--- src/sv/ray_transfer_compositor_assert.svh ---
// Assertion macros shared by the compositor RTL.
`ifndef RAY_TRANSFER_COMPOSITOR_ASSERT_SVH
`define RAY_TRANSFER_COMPOSITOR_ASSERT_SVH

// Same-cycle implication, disabled while reset is asserted.
`define RTC_ASSERT_IMP(lbl, clk, rst_n, ante, cons, msg) \
	lbl: assert property (@(posedge clk) disable iff (!rst_n) (ante) |-> (cons)) \
		else $error(msg);

// Next-cycle implication, disabled while reset is asserted.
`define RTC_ASSERT_NXT(lbl, clk, rst_n, ante, cons, msg) \
	lbl: assert property (@(posedge clk) disable iff (!rst_n) (ante) |=> (cons)) \
		else $error(msg);

`endif

--- src/sv/rtc_pkg.sv ---
// Shared constants, types and helpers of the ray transfer compositor.
package rtc_pkg;

	localparam int TABLE_BINS = 256;
	localparam int TABLE_AW   = $clog2(TABLE_BINS);
	localparam int SAMPLE_W   = 24;
	localparam int POWER_W    = 4;
	localparam int ACC_W      = 16;
	localparam int Q_W        = 17;
	localparam int CFG_AW     = 2;
	localparam int CFG_DW     = 24;

	localparam logic [Q_W-1:0] ONE_Q16 = 17'h10000;
	localparam logic [24:0] DIV255_M = 25'd16843010;

	localparam logic [CFG_AW-1:0] CFG_VALUE_MIN     = 2'd0;
	localparam logic [CFG_AW-1:0] CFG_BIN_SCALE     = 2'd1;
	localparam logic [CFG_AW-1:0] CFG_OPACITY_POWER = 2'd2;

	localparam logic [SAMPLE_W-1:0] VALUE_MIN_RST     = 24'd2560;
	localparam logic [CFG_DW-1:0]   BIN_SCALE_RST     = 24'd3355443;
	localparam logic [POWER_W-1:0]  OPACITY_POWER_RST = 4'd5;

	typedef enum logic {
		MODE_LOAD   = 1'b0,
		MODE_SAMPLE = 1'b1
	} rtc_mode_t;

	typedef struct packed {
		logic [7:0] opacity;
		logic [7:0] blue;
		logic [7:0] green;
		logic [7:0] red;
	} rtc_entry_t;

	typedef struct packed {
		logic               start;
		logic [Q_W-1:0]     t;
		logic [POWER_W-1:0] power;
	} rtc_pow_req_t;

	typedef struct packed {
		logic           busy;
		logic           done;
		logic [Q_W-1:0] tp;
	} rtc_pow_stat_t;

	// Transparency round((255 - op) * 65536 / 255) written as x * 257 plus a rounding bit.
	function automatic logic [Q_W-1:0] transparency(input logic [7:0] op);
		logic [7:0] x;
		x = 8'hFF - op;
		return {1'b0, x, x} + Q_W'(x[7]);
	endfunction

endpackage

--- src/sv/rtc_opacity_pow.sv ---
// Iterative unit that raises the entry transparency to the correction exponent.
module rtc_opacity_pow (
	input  logic                 clk,
	input  logic                 arst_n,
	input  rtc_pkg::rtc_pow_req_t  req,
	output rtc_pkg::rtc_pow_stat_t stat
);
	import rtc_pkg::*;

	logic               busy_q;
	logic [POWER_W-1:0] cnt_q;
	logic [Q_W-1:0]     t_q;
	logic [Q_W-1:0]     tp_q;
	logic [33:0]        prod;
	logic [33:0]        rnd;

	assign prod = tp_q * t_q;
	assign rnd  = prod + 34'd32768;

	always_ff @(posedge clk or negedge arst_n) begin
		if (!arst_n) begin
			busy_q <= 1'b0;
			cnt_q  <= '0;
		end else if (req.start) begin
			busy_q <= 1'b1;
			cnt_q  <= req.power;
		end else if (busy_q) begin
			if (cnt_q == '0) begin
				busy_q <= 1'b0;
			end else begin
				cnt_q <= cnt_q - POWER_W'(1);
			end
		end
	end

	always_ff @(posedge clk) begin
		if (req.start) begin
			t_q  <= req.t;
			tp_q <= ONE_Q16;
		end else if (busy_q && cnt_q != '0) begin
			tp_q <= rnd[32:16];
		end
	end

	assign stat.busy = busy_q;
	assign stat.done = busy_q && (cnt_q == '0);
	assign stat.tp   = tp_q;

endmodule

--- config.mk ---
export PLATFORM = sky130hd
export DESIGN_NAME = rtc_opacity_pow
export DESIGN_NICKNAME = d
export VERILOG_FILES = /design/src/sv/ray_transfer_compositor_assert.svh /design/src/sv/rtc_pkg.sv /design/src/sv/rtc_opacity_pow.sv
export SDC_FILE = /design/constraint.sdc
export NUM_CORES = 1
export LEC_CHECK = 0
export ABC_AREA = 1
export BUFFER_PORTS_ARGS = -buffer_cell sky130_fd_sc_hd__buf_4
export CORE_UTILIZATION = 35
export CTS_BUF_LIST = sky130_fd_sc_hd__clkbuf_2
export DETAILED_ROUTE_END_ITERATION = 16
export HOLD_SLACK_MARGIN = 0.02
export SYNTH_ARGS = -nofsm -noshare
export SYNTH_HDL_FRONTEND = slang
export SYNTH_SLANG_ARGS = --single-unit
--- constraint.sdc ---
create_clock -name clk -period 12.6 [get_ports clk]
set_clock_uncertainty 0.2 [all_clocks]
set_input_delay 1.26 -clock clk [delete_from_list [all_inputs] [get_ports clk]]
set_output_delay 1.26 -clock clk [all_outputs]
set_load 0.05 [all_outputs]
==> run metrics <==
outcome=complete, no violations; Initial Util=around 36%; htree depth=2; hold crit path type=flop to flop; syn_area_per_cell=7.38 um^2; CP cell instances=nand2_1 > fa_1 > inv_1 > fa_1 > inv_1 > fa_1 > inv_1 > fa_1 > fa_1 > inv_1 > fa_1 > inv_1 > ha_1 > a21oi_1 > o21ai_0 > nand2_1 > nand2_1 > a21oi_1 > nand2_1 > nand2_1 > nand3_1 > nand2_1; layout cell share with drive strength beyond 1=a little over 7%; yosys warns=0; synth-to-layout area growth=6.38%; Die Y=186 um; asr flop ratio synth=between 10% and 20%; Sink Count=39; CP Capture Type=flop; vias per inst=between 4 and 5; Placeable Area=roughly 33000 um^2; area of the multi-input gates=between 8000 and 9000 um^2; drt first pass iters=6; sequential share of the synthesized area=approximately 8.2%; Max-Cap Viols=0; Post-synth EDFFs=17; cell taking the most area after synthesis=fa_1; Post-Synth XOR/XNOR Area=less than 1%; Crit path largest cell delay=about 1.1 ns; fillers=around 3600; row cnt=66; slowest CP cell=dfxtp_1; Pins Over Slew Limit=0; clock latency at the later pin of the worst-skew pair=slightly below 0.5 ns; area of the mapped netlist=around 12000 um^2; Final Hold Fails=0; Relative slew margins=a little under a quarter; Post-Syn Nets=around 2000; FMAX=~160 MHz; top-count cell post-synth=inv_1; CTS buffer count=5; GPL Wtd Cong=~0.94; Yosys top cell area share=between 30 and 40%; Root Driver=clkbuf_2; critical path type=flop to flop; post-synthesis mux area share=0%; Final min period=6.29 ns; Commonest cells post-synth=inv_1, nand2_1, fa_1, ha_1, clkbuf_1; CP Max Fanout=19; Distinct cells, synth=38; largest net degree at the start of global routing=25; CP arrival=between 6 and 7 ns; R2R cell count=22; area occupied by registers=a little under 1000 um^2; initial antenna violation count=1; Final setup viols=0; CTS Buffer Depth=2; Total GRT Usage=19.0%; Die ar.=between 30000 and 40000 um^2; DRC errors left=0; Die Width=between 150 and 200 um; Slew @ Worst Pin=roughly 1.1 ns; Post-Synth Simple-Gate Area=between 15 and 20%; critical path launch point type=flop; Synth Register Bits=39; Nets=just under 2000; PortBufs=42; HPWL after DPL=about 24000 um; CTS tree=done; first-pass GRT wire length=50300 um; routed vias=9252; final worst path period share=49.9%; main combinational cell family by area after synthesis=adder cells; Post-synth top flop=edfxtp_1; # IOs=43; WL per Instance=roughly 15 um; Min-Delay Path Depth=2; drt initial violations=between 400 and 500; top cells by area in the synthesized netlist=fa_1, inv_1, nand2_1; PostCTS Resize Cnt=0; WP data required=around 13 ns; post-synthesis adder-cell area fraction=about half; Worst-path clk slew=about 0.26 ns; Synth Instances=about 1600; Setup TNS=0 ns; # Post-CTS Setup Buffers=0; remaining global-route overflow=0; vias in the first global route=9812; Routed Antenna Nets=0; RSZ-0062 raised after global routing=false; Synth Area in Compound Gates=3.37%; Routed WL=roughly 30000 um; hold buffers post-CTS=0
-- final timing paths --
path | start | end | slack (ns)
min | tp_q[5] | tp_q[5] | 0.28
max reg2reg | tp_q[6] | tp_q[13] | 6.31
max in group asynchronous | arst_n | cnt_q[0] | 11.77
max | tp_q[6] | tp_q[13] | 6.31
min reg2reg | tp_q[5] | tp_q[5] | 0.28
min in group asynchronous | arst_n | cnt_q[3] | 0.32
-- stage by stage --
stage | utilization, % | cell area, um^2 | hold slack (ns) | worst slack [ns] | instances
CTS | 38.3 | 12600 | 0.277 | 6.34 | 2040
finish | 38.3 | 12600 | 0.278 | 6.31 | 2041
global placement | 38.2 | 12500 | 0.242 | 6.51 | 2032
floorplan | - | 11800 | 0.273 | 6.72 | 1603
detailed placement | 38.2 | 12500 | 0.254 | 6.43 | 2032
global route | 38.3 | 12600 | 0.277 | 5.97 | 2041
-- flip-flops by register name, indices dropped and copies added (netlist names) --
signal  flops
tp_q       17
busy_q      1
cnt_q       4
t_q        17
-- layer usage --
| layer | share of wire [%] | track usage, % | vias up |
|---|---|---|---|
| met5 | 0 | 0 | - |
| met4 | 1.9 | 4.62 | 0 |
| met3 | 5.2 | 2.52 | 33 |
| met2 | 49 | 33.2 | 218 |
| met1 | 43 | 24.6 | 4530 |
| li1 | - | - | 4471 |
-- critical path: cells and delay by family (launching register included) --
family | cells | cell delay, ns
AO/OA/AOI/OAI | 3 | 0.64
flip-flops | 1 | 1.14
AND/OR/NAND/NOR | 7 | 0.67
adder cells (fa/ha/maj) | 7 | 3.31
buffers and inverters | 5 | 0.24
-- layout by cell type (no fill, tap or decap), types with 3 or more instances in the layout --
| cell | count |
|---|---|
| nor2_1 | 34 |
| fa_1 | 223 |
| o21ai_0 | 12 |
| dfxtp_1 | 17 |
| xnor2_1 | 3 |
| inv_1 | 507 |
| inv_2 | 12 |
| nor2_2 | 9 |
| nand2_2 | 12 |
| nor3_2 | 4 |
| edfxtp_1 | 17 |
| ha_1 | 113 |
| a21oi_2 | 3 |
| buf_4 | 59 |
| nand3_1 | 27 |
| a21oi_1 | 27 |
| nand2_1 | 468 |
| dfrtp_1 | 5 |
| clkbuf_2 | 5 |
| o21ai_1 | 11 |
| o21bai_1 | 5 |
-- cell families after synthesis --
kind of cell | after synthesis
flops | 39
buf+inv | 591
compound gates | 66
simple gates | 565
fa+ha+maj | 336
xor+xnor | 6
-- layout make-up --
type                            instances  area share (%)
Antenna cell                            1          0.0199
Clock buffer                            5           0.199
Clock inverter                          3           0.139
Inverter                              519            15.5
Multi-Input combinational cell        973            68.5
Sequential cell                        39            7.75
Tap cell                              442            4.39
Timing Repair Buffer                   59            3.52
Power is not shown: default switching activity piles up to over one toggle a cycle in this logic, so the estimate is an artifact.
